### src/rtl/hee_pkg.sv
// Package for the HTML escaper: command types, character codes and string helpers.
package hee_pkg;

  // Width of run counts; holds run lengths up to 63
  localparam int CNT_W = 6;

  // Register indexes (paddr[2])
  localparam logic REG_KEEP_REFS = 1'b0;
  localparam logic REG_ESC_HIGH  = 1'b1;

  // Character codes
  localparam logic [7:0] CH_AMP   = 8'h26;
  localparam logic [7:0] CH_SEMI  = 8'h3b;
  localparam logic [7:0] CH_HASH  = 8'h23;
  localparam logic [7:0] CH_QUOTE = 8'h22;
  localparam logic [7:0] CH_LT    = 8'h3c;
  localparam logic [7:0] CH_GT    = 8'h3e;
  localparam logic [7:0] CH_ZERO  = 8'h30;

  // How a held run is resolved
  typedef enum logic [1:0] {
    RES_NONE,
    RES_KEEP,
    RES_NOTREF
  } hee_res_e;

  // Expansion of the byte itself
  typedef enum logic [2:0] {
    PL_NONE,
    PL_LIT,
    PL_QUOT,
    PL_LT,
    PL_GT,
    PL_AMP,
    PL_NUM
  } hee_plain_e;

  // Back-end sequencer states
  typedef enum logic [2:0] {
    B_IDLE,
    B_PRE,
    B_HADDR,
    B_HDATA,
    B_POST,
    B_PLAIN
  } hee_back_state_e;

  // One classified input transaction
  typedef struct packed {
    logic [7:0]       text_byte;
    logic             text_end;
    logic             hold;
    logic [CNT_W-1:0] wr_idx;
    hee_res_e         res;
    logic [CNT_W-1:0] held_n;
    hee_plain_e       plain;
  } hee_cmd_t;

  // Number of bytes an expansion emits
  function automatic logic [2:0] plain_len(hee_plain_e p);
    logic [2:0] len;
    case (p)
      PL_LIT:             len = 3'd1;
      PL_QUOT, PL_NUM:    len = 3'd6;
      PL_LT, PL_GT:       len = 3'd4;
      PL_AMP:             len = 3'd5;
      default:            len = 3'd0;
    endcase
    return len;
  endfunction

  // Decimal digit of a byte: pos 0 hundreds, 1 tens, 2 ones
  function automatic logic [7:0] dec_digit(logic [7:0] c, logic [1:0] pos);
    logic [1:0]  h;
    logic [6:0]  r;
    logic [14:0] p;
    logic [3:0]  t;
    logic [3:0]  o;
    logic [7:0]  d;
    h = (c >= 8'd200) ? 2'd2 : ((c >= 8'd100) ? 2'd1 : 2'd0);
    r = 7'(c - (8'(h) * 8'd100));
    // r / 10 by reciprocal, exact for r below 100
    p = 15'(r) * 15'd205;
    t = 4'(p >> 11);
    o = 4'(r - (7'(t) * 7'd10));
    case (pos)
      2'd0:    d = CH_ZERO + 8'(h);
      2'd1:    d = CH_ZERO + 8'(t);
      default: d = CH_ZERO + 8'(o);
    endcase
    return d;
  endfunction

  // Byte k of an expansion of byte c
  function automatic logic [7:0] plain_char(hee_plain_e p, logic [2:0] k, logic [7:0] c);
    logic [7:0] ch;
    ch = CH_SEMI;
    case (p)
      PL_LIT: ch = c;
      PL_QUOT: begin
        case (k)
          3'd0:    ch = CH_AMP;
          3'd1:    ch = 8'h71;
          3'd2:    ch = 8'h75;
          3'd3:    ch = 8'h6f;
          3'd4:    ch = 8'h74;
          default: ch = CH_SEMI;
        endcase
      end
      PL_LT, PL_GT: begin
        case (k)
          3'd0:    ch = CH_AMP;
          3'd1:    ch = (p == PL_LT) ? 8'h6c : 8'h67;
          3'd2:    ch = 8'h74;
          default: ch = CH_SEMI;
        endcase
      end
      PL_AMP: begin
        case (k)
          3'd0:    ch = CH_AMP;
          3'd1:    ch = 8'h61;
          3'd2:    ch = 8'h6d;
          3'd3:    ch = 8'h70;
          default: ch = CH_SEMI;
        endcase
      end
      PL_NUM: begin
        case (k)
          3'd0:    ch = CH_AMP;
          3'd1:    ch = CH_HASH;
          3'd2:    ch = dec_digit(c, 2'd0);
          3'd3:    ch = dec_digit(c, 2'd1);
          3'd4:    ch = dec_digit(c, 2'd2);
          default: ch = CH_SEMI;
        endcase
      end
      default: ch = CH_SEMI;
    endcase
    return ch;
  endfunction

endpackage

### src/rtl/hee_if.sv
// Stream interfaces for the text input and the escaped output.
interface hee_in_if;
  logic       valid;
  logic       ready;
  logic [7:0] text_byte;
  logic       text_end;

  modport source (output valid, output text_byte, output text_end, input ready);
  modport sink   (input valid, input text_byte, input text_end, output ready);
endinterface

interface hee_out_if;
  logic       valid;
  logic       ready;
  logic [7:0] out_byte;
  logic       run_last;
  logic       text_done;

  modport source (output valid, output out_byte, output run_last, output text_done,
                  input ready);
  modport sink   (input valid, input out_byte, input run_last, input text_done,
                  output ready);
endinterface

### src/rtl/hee_ram.sv
// Generic single-write, single-read RAM with registered read data.
module hee_ram #(
  parameter int WIDTH = 8,
  parameter int DEPTH = 16
) (
  input  logic                                  clk_i,
  input  logic                                  we_i,
  input  logic [(DEPTH > 1 ? $clog2(DEPTH) : 1)-1:0] waddr_i,
  input  logic [WIDTH-1:0]                      wdata_i,
  input  logic [(DEPTH > 1 ? $clog2(DEPTH) : 1)-1:0] raddr_i,
  output logic [WIDTH-1:0]                      rdata_o
);

  logic [WIDTH-1:0] mem_q [DEPTH];
  logic [WIDTH-1:0] rdata_q;

  // Write port
  always_ff @(posedge clk_i) begin
    if (we_i) begin
      mem_q[waddr_i] <= wdata_i;
    end
  end

  // Registered read port
  always_ff @(posedge clk_i) begin
    rdata_q <= mem_q[raddr_i];
  end

  assign rdata_o = rdata_q;

endmodule

### src/rtl/hee_front.sv
// Front end: accepts text bytes, tracks held ampersand runs and emits commands.
module hee_front
  import hee_pkg::*;
#(
  parameter int MAX_REF_LEN = 16
) (
  input  logic       clk_i,
  input  logic       rst_ni,
  hee_in_if.sink     text_i,
  input  logic       keep_refs_i,
  input  logic       esc_high_i,
  input  logic       full_i,
  output logic       push_o,
  output hee_cmd_t   cmd_o
);

  logic             pend_q, pend_d;
  logic [CNT_W-1:0] cnt_q, cnt_d;
  logic             is_run;
  logic             run_fits;
  logic             start_amp;
  hee_plain_e       plain_k;
  logic [7:0]       c;

  assign c            = text_i.text_byte;
  assign text_i.ready = !full_i;
  assign push_o       = text_i.valid && !full_i;

  // Byte classes
  always_comb begin
    is_run = ((c >= 8'h30) && (c <= 8'h39)) || ((c >= 8'h41) && (c <= 8'h5a)) ||
             ((c >= 8'h61) && (c <= 8'h7a)) || (c == CH_HASH);
    run_fits  = (cnt_q < CNT_W'(MAX_REF_LEN));
    start_amp = 1'b0;
    if (c[7] && esc_high_i) begin
      plain_k = PL_NUM;
    end else if (c == CH_QUOTE) begin
      plain_k = PL_QUOT;
    end else if (c == CH_LT) begin
      plain_k = PL_LT;
    end else if (c == CH_GT) begin
      plain_k = PL_GT;
    end else if (c == CH_AMP) begin
      if (keep_refs_i && !text_i.text_end) begin
        plain_k   = PL_NONE;
        start_amp = 1'b1;
      end else begin
        plain_k = PL_AMP;
      end
    end else begin
      plain_k = PL_LIT;
    end
  end

  // Command build and run tracking
  always_comb begin
    cmd_o.text_byte = c;
    cmd_o.text_end  = text_i.text_end;
    cmd_o.hold      = 1'b0;
    cmd_o.wr_idx    = cnt_q;
    cmd_o.res       = RES_NONE;
    cmd_o.held_n    = cnt_q;
    cmd_o.plain     = PL_NONE;
    pend_d          = pend_q;
    cnt_d           = cnt_q;
    if (pend_q) begin
      if (c == CH_SEMI) begin
        cmd_o.res = RES_KEEP;
        pend_d    = 1'b0;
        cnt_d     = '0;
      end else if (is_run && run_fits) begin
        cmd_o.hold = 1'b1;
        cnt_d      = cnt_q + CNT_W'(1);
        if (text_i.text_end) begin
          cmd_o.res    = RES_NOTREF;
          cmd_o.held_n = cnt_q + CNT_W'(1);
        end
      end else begin
        cmd_o.res   = RES_NOTREF;
        cmd_o.plain = plain_k;
        pend_d      = start_amp;
        cnt_d       = '0;
      end
    end else begin
      cmd_o.plain = plain_k;
      pend_d      = start_amp;
      cnt_d       = '0;
    end
    if (text_i.text_end) begin
      pend_d = 1'b0;
      cnt_d  = '0;
    end
  end

  always_ff @(posedge clk_i or negedge rst_ni) begin
    if (!rst_ni) begin
      pend_q <= 1'b0;
      cnt_q  <= '0;
    end else if (push_o) begin
      pend_q <= pend_d;
      cnt_q  <= cnt_d;
    end
  end

endmodule

### src/rtl/hee_cmd_fifo.sv
// Two-entry command queue between the front and back ends.
module hee_cmd_fifo
  import hee_pkg::*;
(
  input  logic     clk_i,
  input  logic     rst_ni,
  input  logic     push_i,
  input  hee_cmd_t cmd_i,
  output logic     full_o,
  input  logic     pop_i,
  output logic     valid_o,
  output hee_cmd_t cmd_o
);

  hee_cmd_t   entry_q [2];
  logic       wptr_q;
  logic       rptr_q;
  logic [1:0] count_q;

  assign full_o  = (count_q == 2'd2);
  assign valid_o = (count_q != 2'd0);
  assign cmd_o   = entry_q[rptr_q];

  // Storage
  always_ff @(posedge clk_i) begin
    if (push_i) begin
      entry_q[wptr_q] <= cmd_i;
    end
  end

  // Pointers and fill count
  always_ff @(posedge clk_i or negedge rst_ni) begin
    if (!rst_ni) begin
      wptr_q  <= 1'b0;
      rptr_q  <= 1'b0;
      count_q <= 2'd0;
    end else begin
      if (push_i) begin
        wptr_q <= !wptr_q;
      end
      if (pop_i) begin
        rptr_q <= !rptr_q;
      end
      case ({push_i, pop_i})
        2'b10:   count_q <= count_q + 2'd1;
        2'b01:   count_q <= count_q - 2'd1;
        default: count_q <= count_q;
      endcase
    end
  end

endmodule

### src/rtl/hee_back.sv
// Back end: runs commands, buffers run bytes in RAM and emits escaped bytes.
module hee_back
  import hee_pkg::*;
#(
  parameter int MAX_REF_LEN = 16
) (
  input  logic     clk_i,
  input  logic     rst_ni,
  input  logic     valid_i,
  input  hee_cmd_t cmd_i,
  output logic     pop_o,
  hee_out_if.source esc_o
);

  localparam int IDX_W = (MAX_REF_LEN > 1) ? $clog2(MAX_REF_LEN) : 1;

  hee_back_state_e  state_q, state_d;
  logic [CNT_W-1:0] k_q, k_d;
  hee_cmd_t         cmd_q;

  logic             ov_q;
  logic [7:0]       ob_q;
  logic             olast_q;
  logic             odone_q;

  logic             can_load;
  logic             phase_end;
  hee_back_state_e  after_pre, after_held, after_post, start_st, nxt_st;
  logic             emit_valid;
  logic [7:0]       emit_byte;
  logic             emit_last;
  logic [7:0]       rd_data;
  logic             we;

  assign can_load = !ov_q || esc_o.ready;

  // Run-byte buffer
  assign we = pop_o && cmd_i.hold;

  hee_ram #(
    .WIDTH (8),
    .DEPTH (MAX_REF_LEN)
  ) u_held_ram (
    .clk_i   (clk_i),
    .we_i    (we),
    .waddr_i (cmd_i.wr_idx[IDX_W-1:0]),
    .wdata_i (cmd_i.text_byte),
    .raddr_i (k_q[IDX_W-1:0]),
    .rdata_o (rd_data)
  );

  // Phase sequencing shared by both blocks
  always_comb begin
    after_post = (cmd_q.plain != PL_NONE) ? B_PLAIN : B_IDLE;
    after_held = (cmd_q.res == RES_KEEP) ? B_POST : after_post;
    after_pre  = (cmd_q.held_n != '0) ? B_HADDR : after_held;
    if (cmd_i.res != RES_NONE) begin
      start_st = B_PRE;
    end else if (cmd_i.plain != PL_NONE) begin
      start_st = B_PLAIN;
    end else begin
      start_st = B_IDLE;
    end
    phase_end = 1'b0;
    nxt_st    = B_IDLE;
    case (state_q)
      B_PRE: begin
        phase_end = (cmd_q.res == RES_KEEP) ? 1'b1 : (k_q == CNT_W'(4));
        nxt_st    = after_pre;
      end
      B_HDATA: begin
        phase_end = ((k_q + CNT_W'(1)) == cmd_q.held_n);
        nxt_st    = after_held;
      end
      B_POST: begin
        phase_end = 1'b1;
        nxt_st    = after_post;
      end
      B_PLAIN: begin
        phase_end = ((k_q[2:0] + 3'd1) == plain_len(cmd_q.plain));
        nxt_st    = B_IDLE;
      end
      default: begin
        phase_end = 1'b0;
        nxt_st    = B_IDLE;
      end
    endcase
  end

  // Next state
  always_comb begin
    state_d = state_q;
    k_d     = k_q;
    unique case (state_q)
      B_IDLE: begin
        if (valid_i) begin
          state_d = start_st;
          k_d     = '0;
        end
      end
      B_HADDR: begin
        state_d = B_HDATA;
      end
      B_PRE, B_POST, B_PLAIN: begin
        if (can_load) begin
          if (phase_end) begin
            state_d = nxt_st;
            k_d     = '0;
          end else begin
            k_d = k_q + CNT_W'(1);
          end
        end
      end
      B_HDATA: begin
        if (can_load) begin
          if (phase_end) begin
            state_d = nxt_st;
            k_d     = '0;
          end else begin
            state_d = B_HADDR;
            k_d     = k_q + CNT_W'(1);
          end
        end
      end
      default: begin
        state_d = B_IDLE;
        k_d     = '0;
      end
    endcase
  end

  // Outputs of the sequencer
  always_comb begin
    pop_o      = 1'b0;
    emit_valid = 1'b0;
    emit_byte  = CH_SEMI;
    unique case (state_q)
      B_IDLE: begin
        pop_o = valid_i;
      end
      B_PRE: begin
        emit_valid = 1'b1;
        emit_byte  = (cmd_q.res == RES_KEEP) ? CH_AMP :
                     plain_char(PL_AMP, k_q[2:0], cmd_q.text_byte);
      end
      B_HADDR: begin
        emit_valid = 1'b0;
      end
      B_HDATA: begin
        emit_valid = 1'b1;
        emit_byte  = rd_data;
      end
      B_POST: begin
        emit_valid = 1'b1;
        emit_byte  = CH_SEMI;
      end
      B_PLAIN: begin
        emit_valid = 1'b1;
        emit_byte  = plain_char(cmd_q.plain, k_q[2:0], cmd_q.text_byte);
      end
      default: begin
        emit_valid = 1'b0;
      end
    endcase
    emit_last = phase_end && (nxt_st == B_IDLE);
  end

  // Sequencer and command registers
  always_ff @(posedge clk_i or negedge rst_ni) begin
    if (!rst_ni) begin
      state_q <= B_IDLE;
      k_q     <= '0;
    end else begin
      state_q <= state_d;
      k_q     <= k_d;
    end
  end

  always_ff @(posedge clk_i) begin
    if (pop_o) begin
      cmd_q <= cmd_i;
    end
  end

  // Output register
  always_ff @(posedge clk_i or negedge rst_ni) begin
    if (!rst_ni) begin
      ov_q <= 1'b0;
    end else if (can_load) begin
      ov_q <= emit_valid;
    end
  end

  always_ff @(posedge clk_i) begin
    if (can_load && emit_valid) begin
      ob_q    <= emit_byte;
      olast_q <= emit_last;
      odone_q <= emit_last && cmd_q.text_end;
    end
  end

  assign esc_o.valid     = ov_q;
  assign esc_o.out_byte  = ob_q;
  assign esc_o.run_last  = olast_q;
  assign esc_o.text_done = odone_q;

endmodule

### src/rtl/html_escape_keeping_entity_refs_unit.sv
// Top level of the HTML escaper that keeps semicolon-ended entity references.
//
// text_i carries one text byte per transaction with an end-of-text mark;
// esc_o carries the escaped bytes, one per transaction, with run_last on the
// last byte caused by an input byte and text_done on the last byte of a text.
// The APB port holds keep_entity_refs at address 0 and escape_high_bytes at
// address 4; write them only while the block is idle.
// A front end classifies each byte and queues one command per byte in a
// two-entry queue; the back end expands commands into bytes.
// The back end takes one command at a time, each in its idle state, and
// then emits one byte per cycle while the receiver does not stall, except
// bytes flushed from the run buffer, which pass through an address state and
// a data state for the registered RAM read.
// A held run byte causes no result.
// Reset clears the run tracking, the queue and the output register and sets
// both mode registers to 1; the run buffer RAM is not cleared.
// When the receiver stalls, the output register holds its byte, the back end
// waits, the queue fills and text_i.ready drops.
module html_escape_keeping_entity_refs_unit
  import hee_pkg::*;
#(
  parameter int MAX_REF_LEN = 16
) (
  input  logic        clk_i,
  input  logic        rst_ni,
  hee_in_if.sink      text_i,
  hee_out_if.source   esc_o,
  input  logic        psel,
  input  logic        penable,
  input  logic        pwrite,
  input  logic [2:0]  paddr,
  input  logic [31:0] pwdata,
  output logic [31:0] prdata,
  output logic        pready
);

  logic     keep_refs_q;
  logic     esc_high_q;
  logic     full;
  logic     push;
  logic     pop;
  logic     q_valid;
  hee_cmd_t front_cmd;
  hee_cmd_t q_cmd;

  // Configuration registers
  assign pready = 1'b1;

  always_ff @(posedge clk_i or negedge rst_ni) begin
    if (!rst_ni) begin
      keep_refs_q <= 1'b1;
      esc_high_q  <= 1'b1;
    end else if (psel && penable && pwrite) begin
      unique case (paddr[2])
        REG_KEEP_REFS: keep_refs_q <= pwdata[0];
        REG_ESC_HIGH:  esc_high_q  <= pwdata[0];
        default:       keep_refs_q <= keep_refs_q;
      endcase
    end
  end

  always_comb begin
    unique case (paddr[2])
      REG_KEEP_REFS: prdata = {31'd0, keep_refs_q};
      REG_ESC_HIGH:  prdata = {31'd0, esc_high_q};
      default:       prdata = 32'd0;
    endcase
  end

  // Front end
  hee_front #(
    .MAX_REF_LEN (MAX_REF_LEN)
  ) u_front (
    .clk_i       (clk_i),
    .rst_ni      (rst_ni),
    .text_i      (text_i),
    .keep_refs_i (keep_refs_q),
    .esc_high_i  (esc_high_q),
    .full_i      (full),
    .push_o      (push),
    .cmd_o       (front_cmd)
  );

  // Command queue
  hee_cmd_fifo u_fifo (
    .clk_i   (clk_i),
    .rst_ni  (rst_ni),
    .push_i  (push),
    .cmd_i   (front_cmd),
    .full_o  (full),
    .pop_i   (pop),
    .valid_o (q_valid),
    .cmd_o   (q_cmd)
  );

  // Back end
  hee_back #(
    .MAX_REF_LEN (MAX_REF_LEN)
  ) u_back (
    .clk_i   (clk_i),
    .rst_ni  (rst_ni),
    .valid_i (q_valid),
    .cmd_i   (q_cmd),
    .pop_o   (pop),
    .esc_o   (esc_o)
  );

endmodule
### src/flat_wrapper.sv
// flat-port wrapper written by rule: the top's interface ports become plain ports
module html_escape_keeping_entity_refs_unit_flat import hee_pkg::*;
#(
  parameter int MAX_REF_LEN = 16
)
  (clk_i, rst_ni, psel, penable, pwrite, paddr, pwdata, prdata, pready, text_i_valid, text_i_text_byte, text_i_text_end, text_i_ready, esc_o_valid, esc_o_out_byte, esc_o_run_last, esc_o_text_done, esc_o_ready);
  hee_in_if text_i_i ();
  hee_out_if esc_o_i ();
  input  logic clk_i;
  input  logic rst_ni;
  input  logic psel;
  input  logic penable;
  input  logic pwrite;
  input  logic [2:0] paddr;
  input  logic [31:0] pwdata;
  output logic [31:0] prdata;
  output logic pready;
  input wire logic [$bits(text_i_i.valid)-1:0] text_i_valid;
  input wire logic [$bits(text_i_i.text_byte)-1:0] text_i_text_byte;
  input wire logic [$bits(text_i_i.text_end)-1:0] text_i_text_end;
  output wire logic [$bits(text_i_i.ready)-1:0] text_i_ready;
  output wire logic [$bits(esc_o_i.valid)-1:0] esc_o_valid;
  output wire logic [$bits(esc_o_i.out_byte)-1:0] esc_o_out_byte;
  output wire logic [$bits(esc_o_i.run_last)-1:0] esc_o_run_last;
  output wire logic [$bits(esc_o_i.text_done)-1:0] esc_o_text_done;
  input wire logic [$bits(esc_o_i.ready)-1:0] esc_o_ready;
  assign text_i_i.valid = text_i_valid;
  assign text_i_i.text_byte = text_i_text_byte;
  assign text_i_i.text_end = text_i_text_end;
  assign text_i_ready = text_i_i.ready;
  assign esc_o_valid = esc_o_i.valid;
  assign esc_o_out_byte = esc_o_i.out_byte;
  assign esc_o_run_last = esc_o_i.run_last;
  assign esc_o_text_done = esc_o_i.text_done;
  assign esc_o_i.ready = esc_o_ready;
  html_escape_keeping_entity_refs_unit #(.MAX_REF_LEN(MAX_REF_LEN)) u_core (.clk_i(clk_i), .rst_ni(rst_ni), .text_i(text_i_i), .esc_o(esc_o_i), .psel(psel), .penable(penable), .pwrite(pwrite), .paddr(paddr), .pwdata(pwdata), .prdata(prdata), .pready(pready));
endmodule
### config.mk
export PLATFORM = sky130hd
export DESIGN_NAME = html_escape_keeping_entity_refs_unit_flat
export DESIGN_NICKNAME = d
export VERILOG_FILES = /design/src/rtl/hee_pkg.sv /design/src/rtl/hee_if.sv /design/src/rtl/hee_ram.sv /design/src/rtl/hee_front.sv /design/src/rtl/hee_cmd_fifo.sv /design/src/rtl/hee_back.sv /design/src/rtl/html_escape_keeping_entity_refs_unit.sv /design/src/flat_wrapper.sv
export SDC_FILE = /design/constraint.sdc
export NUM_CORES = 1
export LEC_CHECK = 0
export BUFFER_PORTS_ARGS = -buffer_cell sky130_fd_sc_hd__clkbuf_2
export CAP_MARGIN = 20
export CORE_MARGIN = 2
export CORE_UTILIZATION = 67
export CTS_BUF_LIST = sky130_fd_sc_hd__clkbuf_4
export CTS_CLUSTER_SIZE = 8
export DETAILED_ROUTE_END_ITERATION = 6
export PLACE_DENSITY = 0.88
export SETUP_SLACK_MARGIN = 0.5
export SLEW_MARGIN = 20
export SYNTH_ARGS = -nofsm -noshare
export SYNTH_HDL_FRONTEND = slang
export SYNTH_SLANG_ARGS = --single-unit
### constraint.sdc
create_clock -name clk_i -period 16.4 [get_ports clk_i]
set_input_delay 1.64 -clock clk_i [delete_from_list [all_inputs] [get_ports clk_i]]
set_output_delay 1.64 -clock clk_i [all_outputs]
set_load 0.1 [all_outputs]
# After elaboration in Yosys (flattened, before gate mapping)
# Memory sizes are Yosys's and may differ from the RTL's. A register that Yosys moved wholly into a read port is not among the register bits.
# Index checks and enable logic that the tools add are counted.
totals:
  inputBits: 51
  ram_bits: 182
  out_inout_bits: 45
  n_memories: 2
  register_bits: 53
  elab_cells: 185
mem_list:
  columns: ["memory", "words", "width", "rd", "rd_ports_with_merged_regs", "write_ports", "line_no", "rtl"]
  rows:
  - ["u_core.u_back.u_held_ram.mem_q", 16, 8, 1, 1, 1, "hee_ram.sv:14", "logic [WIDTH-1:0] mem_q [DEPTH];"]
  - ["u_core.u_fifo.entry_q", 2, 27, 1, 0, 1, "hee_cmd_fifo.sv:15", "hee_cmd_t entry_q [2];"]
classes:
  magnitude_cmp: 9
  n_mux: 69
  n_reduce_logical: 39
  n_eq_ne: 33
  mul: 3
  bitwise: 2
  addsub: 10
op_table:
  columns: ["op", "n"]
  rows:
  - ["one-hot mux 7 bit (5 select lines)", 2]
  - ["one-hot mux 32 bit (2 select lines)", 1]
  - ["two-way mux 3 bit", 19]
  - ["equality test 8 x 6 -> 1 bit (second input constant)", 6]
  - ["two-way mux 6 bit", 8]
  - ["one-hot mux 8 bit (5 select lines)", 1]
  - ["one-hot mux 7 bit (4 select lines)", 1]
  - ["greater-or-equal comparator 8 x 7 -> 1 bit (second input constant)", 3]
  - ["two-way mux 8 bit", 3]
  - ["one-hot mux 3 bit (4 select lines)", 2]
  - ["one-hot mux 8 bit (3 select lines)", 1]
  - ["two-way mux 1 bit", 21]
  - ["one-hot mux 7 bit (3 select lines)", 1]
  - ["equality test 3 x 2 -> 1 bit (second input constant)", 6]
  - ["equality test 3 bit (second input constant)", 6]
  - ["one-hot mux 6 bit (3 select lines)", 1]
  - ["<= comparator 8 x 7 -> 1 bit (second input constant)", 2]
  - ["multiplier 7 x 8 -> 15 bit (second input constant)", 1]
  - ["adder 6 x 4 -> 7 bit (first input constant)", 2]
  - ["logical AND 1 bit", 13]
  - ["adder 6 x 1 -> 6 bit (second input constant)", 2]
  - ["equality test 3 x 1 -> 1 bit (second input constant)", 3]
  - ["logical NOT 3 bit", 3]
  - ["two-way mux 9 bit", 1]
  - ["36 further kinds", 56]

# Longest topological paths before layout
logic_depth:
  ltp_word: 12
  mapped_depth: 25
  depth_no_buf: 25

# By module
# A second synthesis with hierarchy kept.
hier_totals:
  hier_cells: 870
  area_unflattened_um2: 12200.5
modules_own_cells:
  columns: ["mod", "cells_per_inst", "n_inst", "area_per_inst_um2", "seq_area_each_um2"]
  rows:
  - ["hee_ram", 229, 1, 5147.4, 4003.8]
  - ["hee_back", 410, 1, 3724.8, 1151.1]
  - ["hee_cmd_fifo", 100, 1, 2234.6, 1721.7]
  - ["hee_front", 90, 1, 744.5, 175.2]
  - ["html_escape_keeping_entity_refs_unit", 41, 1, 349.1, 52.6]

# Worst setup path before layout
# Ideal clock, no wire load.
synth_timing:
  path_kind: "register -> register"
  start: "register u_core.u_back.cmd_q[23] in the netlist's numbering"
  end: "register u_core.u_back.ob_q[3] (netlist: u_core.u_back.esc_o.out_byte[3]), data pin"
  required_time_ns: 16.264
  arrival_ns: 6.088
  n_path_buf: 0
  setup_time_ns: 0.136
  stages_incl_launch_ff: 26
  slack_ns: 10.177
  synth_period_minus_slack_ns: 6.223
  path_cell_list: "edfxtp_1 -> or3_1 -> a32o_1 -> ha_1 -> fa_1 -> nand2b_1 -> a21oi_1 -> xnor2_1 -> ha_1 -> ha_1 -> fa_1 -> inv_1 -> fa_1 -> inv_1 -> ha_1 -> a21oi_1 -> nand2_1 -> a211oi_1 -> a21oi_1 -> xor2_1 -> fa_1 -> xnor2_1 -> xnor2_1 -> xnor2_1 -> or4b_1 -> nand3_1"
synth_via:
  elab_chain_cells: 12
  word_cells_on_any_way: 15
synth_lines:
  columns: ["element", "line_no", "rtl"]
  rows:
  - ["start: declaration", "hee_back.sv:19", "hee_cmd_t cmd_q;"]
  - ["start signal: assignment", "hee_back.sv:181", "cmd_q <= cmd_i;"]
  - ["greater-or-equal comparator 8 x 7 -> 1 bit", "hee_pkg.sv:80", "h = (c >= 8'd200) ? 2'd2 : ((c >= 8'd100) ? 2'd1 : 2'd0);"]
  - ["two-way mux 1 bit", "hee_pkg.sv:80", null]
  - ["two-way mux 2 bit", "hee_pkg.sv:80", null]
  - ["multiplier 2 x 5 -> 5 bit", "hee_pkg.sv:81", "r = 7'(c - (8'(h) * 8'd100));"]
  - ["subtractor 7 bit", "hee_pkg.sv:81", null]
  - ["multiplier 7 x 8 -> 15 bit", "hee_pkg.sv:83", "p = 15'(r) * 15'd205;"]
  - ["multiplier 4 x 3 -> 3 bit", "hee_pkg.sv:85", "o = 4'(r - (7'(t) * 7'd10));"]
  - ["subtractor 4 bit", "hee_pkg.sv:85", null]
  - ["adder 6 x 4 -> 7 bit", "hee_pkg.sv:89", "default: d = CH_ZERO + 8'(o);"]
  - ["one-hot mux 7 bit (5 select lines) *", "hee_pkg.sv:128", "case (k)"]
  - ["one-hot mux 8 bit (5 select lines) *", "hee_pkg.sv:98", "case (p)"]
  - ["one-hot mux 8 bit (3 select lines) *", "hee_back.sv:137", "unique case (state_q)"]
  - ["via u_core.u_back.emit_byte[3]", "hee_back.sv:30", "logic [7:0] emit_byte;"]
  - ["end signal: assignment", "hee_back.sv:196", "ob_q <= emit_byte;"]
  - ["end: declaration", "hee_back.sv:22", "logic [7:0] ob_q;"]
# Mark *: on every way through the listed nets, which the timed path passes. The rest lies on a longest branch.
# A chain may end at the register's enable or synchronous reset.

# Worst setup path in the final report
layout_timing:
  start: "register u_core.u_back.cmd_q[23] in the netlist's numbering"
  end: "register u_core.u_back.ob_q[2] (netlist: u_core.u_back.esc_o.out_byte[2]), data pin"
# Same word-level chain as after synthesis.

==> impl_results.md <==
* Setup crit end kind: flop
* Hold Violations, Final at 0
* Xor/xnor share of the synthesized area at 2.418%
* Hold Buf Count CTS at 0
* Clock-pin transition on the worst setup and hold timing paths at 0.07 ns
* Most frequent CP cell: ha_1
* Largest area contributor in the netlist: edfxtp_1
* Clock Latency Late Sink at 0.68 ns
* Post-synth ARST share at 9.623%
* Synth Area in Adders at 6.469%
* CTS tree: yes
* CTS buffer count at 56
* Synthesized cell area at 11800 um2
* Initial antenna violation count at 0
* Slew HR at 37.97%
* Worst path max stage delay at 0.50 ns
* Post-synth top cells: 208 x edfxtp_1, 52 x nor2_1, 45 x ha_1
* Final Max Slew Viols at 0
* Fin crit period at 6.841 ns
* DR vias at 7187
* Setup bufs post-CTS at 0
* Met2 Use GR at 44.19%
* Via/cell ratio at 6.180
* HPWL Detailed at 15.95 mm
* Diode count at 0
* Syn Inst Count at 841
* CTS sink count at 239
* Post-synthesis mux area share at 10.45%
* Vias in the first global route at 7032
* Core area at 17240 um2
* Initial Utilization at 68.45%
* CP Launch Type: flop
* Final setup TNS at 0 ns
* Clock Skew at 0.05712 ns
* Filler cell count at 1065
* DRT Wirelength at 23.31 mm
* CP Data Required Time at 16.81 ns
* Multi-input gate area at 4370 um2
* Layout cells sized above 1 at 20.68%
* Post-Synth Simple-Gate Area at 8.209%
* Crit path arrival time at 7.25 ns
* Share of the synthesized area in the top cell type at 52.94%
* Met1 usage at 34.48%
* Grt peak-use layer: met2
* Storage cell area at 6985 um2
* Post-layout nets at 1001
* Worst slew pin tran at 0.9304 ns
* Overflow after GRT at 0
* Detail Route Antenna Nets at 0
* Total of max-cap violations at 0
* PostCTS Resize Cnt at 0
* Avg WL per Cell at 20.04 um
* Residual DRC at 5
* Slowest stage cell, crit path: fa_1
* Most used flip-flop cell after synthesis: edfxtp_1
* Die area at 18690 um2
* Fin crit share at 41.71%
* Avg Cell Area, Syn at 14.03 um2
* Top-count cell post-synth: edfxtp_1
* Setup violators final at 0
* CTS Root Cell: clkbuf_4
* Sequential share of the synthesized area at 59.20%
* # IOs at 96
* Die W at 136.7 um
* Yosys cell types at 83
* Status: finished with violations
* Worst-path cell chain: or3_1, a32o_1, ha_1, fa_1, nand2b_1, a21oi_1, xnor2_1, ha_1, fa_1, fa_1, ha_1, ha_1, nand2_1, a21oi_1, mux2i_1, nand2_1, ha_1, fa_1, a211oi_1, a21oi_1, o22ai_1, a211oi_1, o22ai_1
* DR pass1 iterations at 7
* CTS H-tree depth at 2
* Core Rows at 48
* Largest fanout on the critical path at 7
* Routability cong. at 0.8992
* First-pass GRT wire length at 36.98 mm
* Port Buffers at 30
* Peak Freq at 146.2 MHz
* Die Height at 136.7 um
* CP Class: flop to flop
* Area Overhead vs Synth at 7.784%
* Largest family of logic cells by synthesized area: multiplexers
* Class of the worst hold path: flop to flop
* Synth Area in Compound Gates at 8.463%
* Routing usage on met3 at 4.889%
* Largest net degree at the start of global routing at 41
* Starting DRT DRC Count at 604
* Failing checks: DRC
* Clk buf depth at 3
* Synthesis-stage register bit count at 239
* GRT Total Usage at 26.09%
* Synth Warn # at 0
* RSZ-0062 raised after global routing: false
* Ranking of synthesized cells by area: edfxtp_1 53%, mux4_2 7.6%, ha_1 4.8%, dfrtp_1 4.5%, buf_4 2.0%
* Number of synthesized flops with an enable pin at 208
sequential cells by signal (all words and copies together), names as in the netlist:
| register | count |
|---|---|
| u_core.u_back.esc_o.text_done | 1 |
| u_core.u_front.cnt_q | 6 |
| u_core.u_fifo.rptr_q | 1 |
| u_core.u_back.u_held_ram.mem_q | 128 |
| u_core.keep_refs_q | 1 |
| u_core.u_fifo.count_q | 2 |
| u_core.u_back.u_held_ram.rdata_o | 8 |
| u_core.u_front.pend_q | 1 |
| u_core.u_back.k_q | 6 |
| u_core.u_back.esc_o.run_last | 1 |
| u_core.u_fifo.entry_q | 50 |
| u_core.u_back.cmd_q | 20 |
| u_core.esc_high_q | 1 |
| u_core.u_fifo.wptr_q | 1 |
| u_core.u_back.esc_o.valid | 1 |
| u_core.u_back.esc_o.out_byte | 8 |
| u_core.u_back.state_q | 3 |
placed cells by master (no fill, tap or decap), types with 7 or more instances in the layout:
cell type	Yosys	layout
fa_1	10	10
nand2b_1	10	10
edfxtp_1	208	208
dfxtp_1	8	8
nor2_1	52	51
nand3_1	16	16
a21oi_1	25	25
clkbuf_2	0	30
inv_1	41	41
nor3_1	16	16
clkinv_1	0	17
mux4_2	40	40
nor2b_1	11	11
a211oi_1	10	10
ha_1	45	45
xnor2_1	20	20
xor2_1	10	10
and2_1	9	9
clkbuf_4	0	82
and3_1	7	7
nand2_1	41	41
mux2_2	21	21
dfrtp_1	21	20
conb_1	2	32
o21ai_0	28	28
critical path: cells and delay by family, from the launching register on:
kind	cells	cell delay (ns)
fa+ha+maj	9	3.29
compound gates	8	1.52
simple gates	4	0.72
flops	1	0.49
xor+xnor	1	0.31
mux	1	0.29
final timing paths:
check | start | endpoint | slack [ns] | cells after the start
max reg2reg | u_core.u_back.cmd_q[23]$_DFFE_PP_ | u_core.u_back.esc_o.out_byte[2]$_DFFE_PP_ | 9.56 | 23
min | u_core.u_front.cnt_q[5]$_DFFE_PN0P_ | u_core.u_fifo.entry_q[1][8]$_DFFE_PP_ | 0.50 | 0
min reg2reg | u_core.u_front.cnt_q[5]$_DFFE_PN0P_ | u_core.u_fifo.entry_q[1][8]$_DFFE_PP_ | 0.50 | 0
min in group asynchronous | rst_ni | u_core.u_back.k_q[2]$_DFFE_PN0P_ | 0.98 | 1
max | u_core.u_back.cmd_q[23]$_DFFE_PP_ | u_core.u_back.esc_o.out_byte[2]$_DFFE_PP_ | 9.56 | 23
max in group asynchronous | rst_ni | u_core.u_back.k_q[0]$_DFFE_PN0P_ | 14.96 | 1
stage by stage:
step                      area [um2]  worst slack, ns  hold slack (ns)  utilization, %  cells
after global routing           12720            9.221           0.5148           73.77   1163
after global placement         11980            9.654           0.4710           69.50   1060
after CTS                      12710            9.517           0.5000           73.73   1162
after floorplan                11910            10.18           0.4608               -    871
after detailed placement       11990            9.515           0.4821           69.58   1061
final                          12720            9.559           0.4980           73.77   1163
cell type report:
class | count | share of cell area, %
sequential | 239 | 54.93
multi-input combinational | 520 | 34.37
clock inverter | 19 | 0.7773
inverter | 41 | 1.210
tap | 225 | 2.214
timing repair buffer | 37 | 1.653
clock buffer | 82 | 4.841
cell families after synthesis:
| group | count (synthesis) |
|---|---|
| DFF | 239 |
| and+or+nand+nor | 192 |
| AOI/OAI and AO/OA | 140 |
| buffers and inverters | 112 |
| muxes | 70 |
| adders and majority gates | 55 |
| xor gates and xnor gates | 31 |
| other | 2 |
per-layer routing:
layer	wire, um	vias to the layer above
met5	0	-
met4	469	0
met3	1618	40
met2	12010	319
met1	9215	3522
li1	-	3306
Power is not shown: default switching activity piles up to over one toggle a cycle in this logic, so the estimate is an artifact.
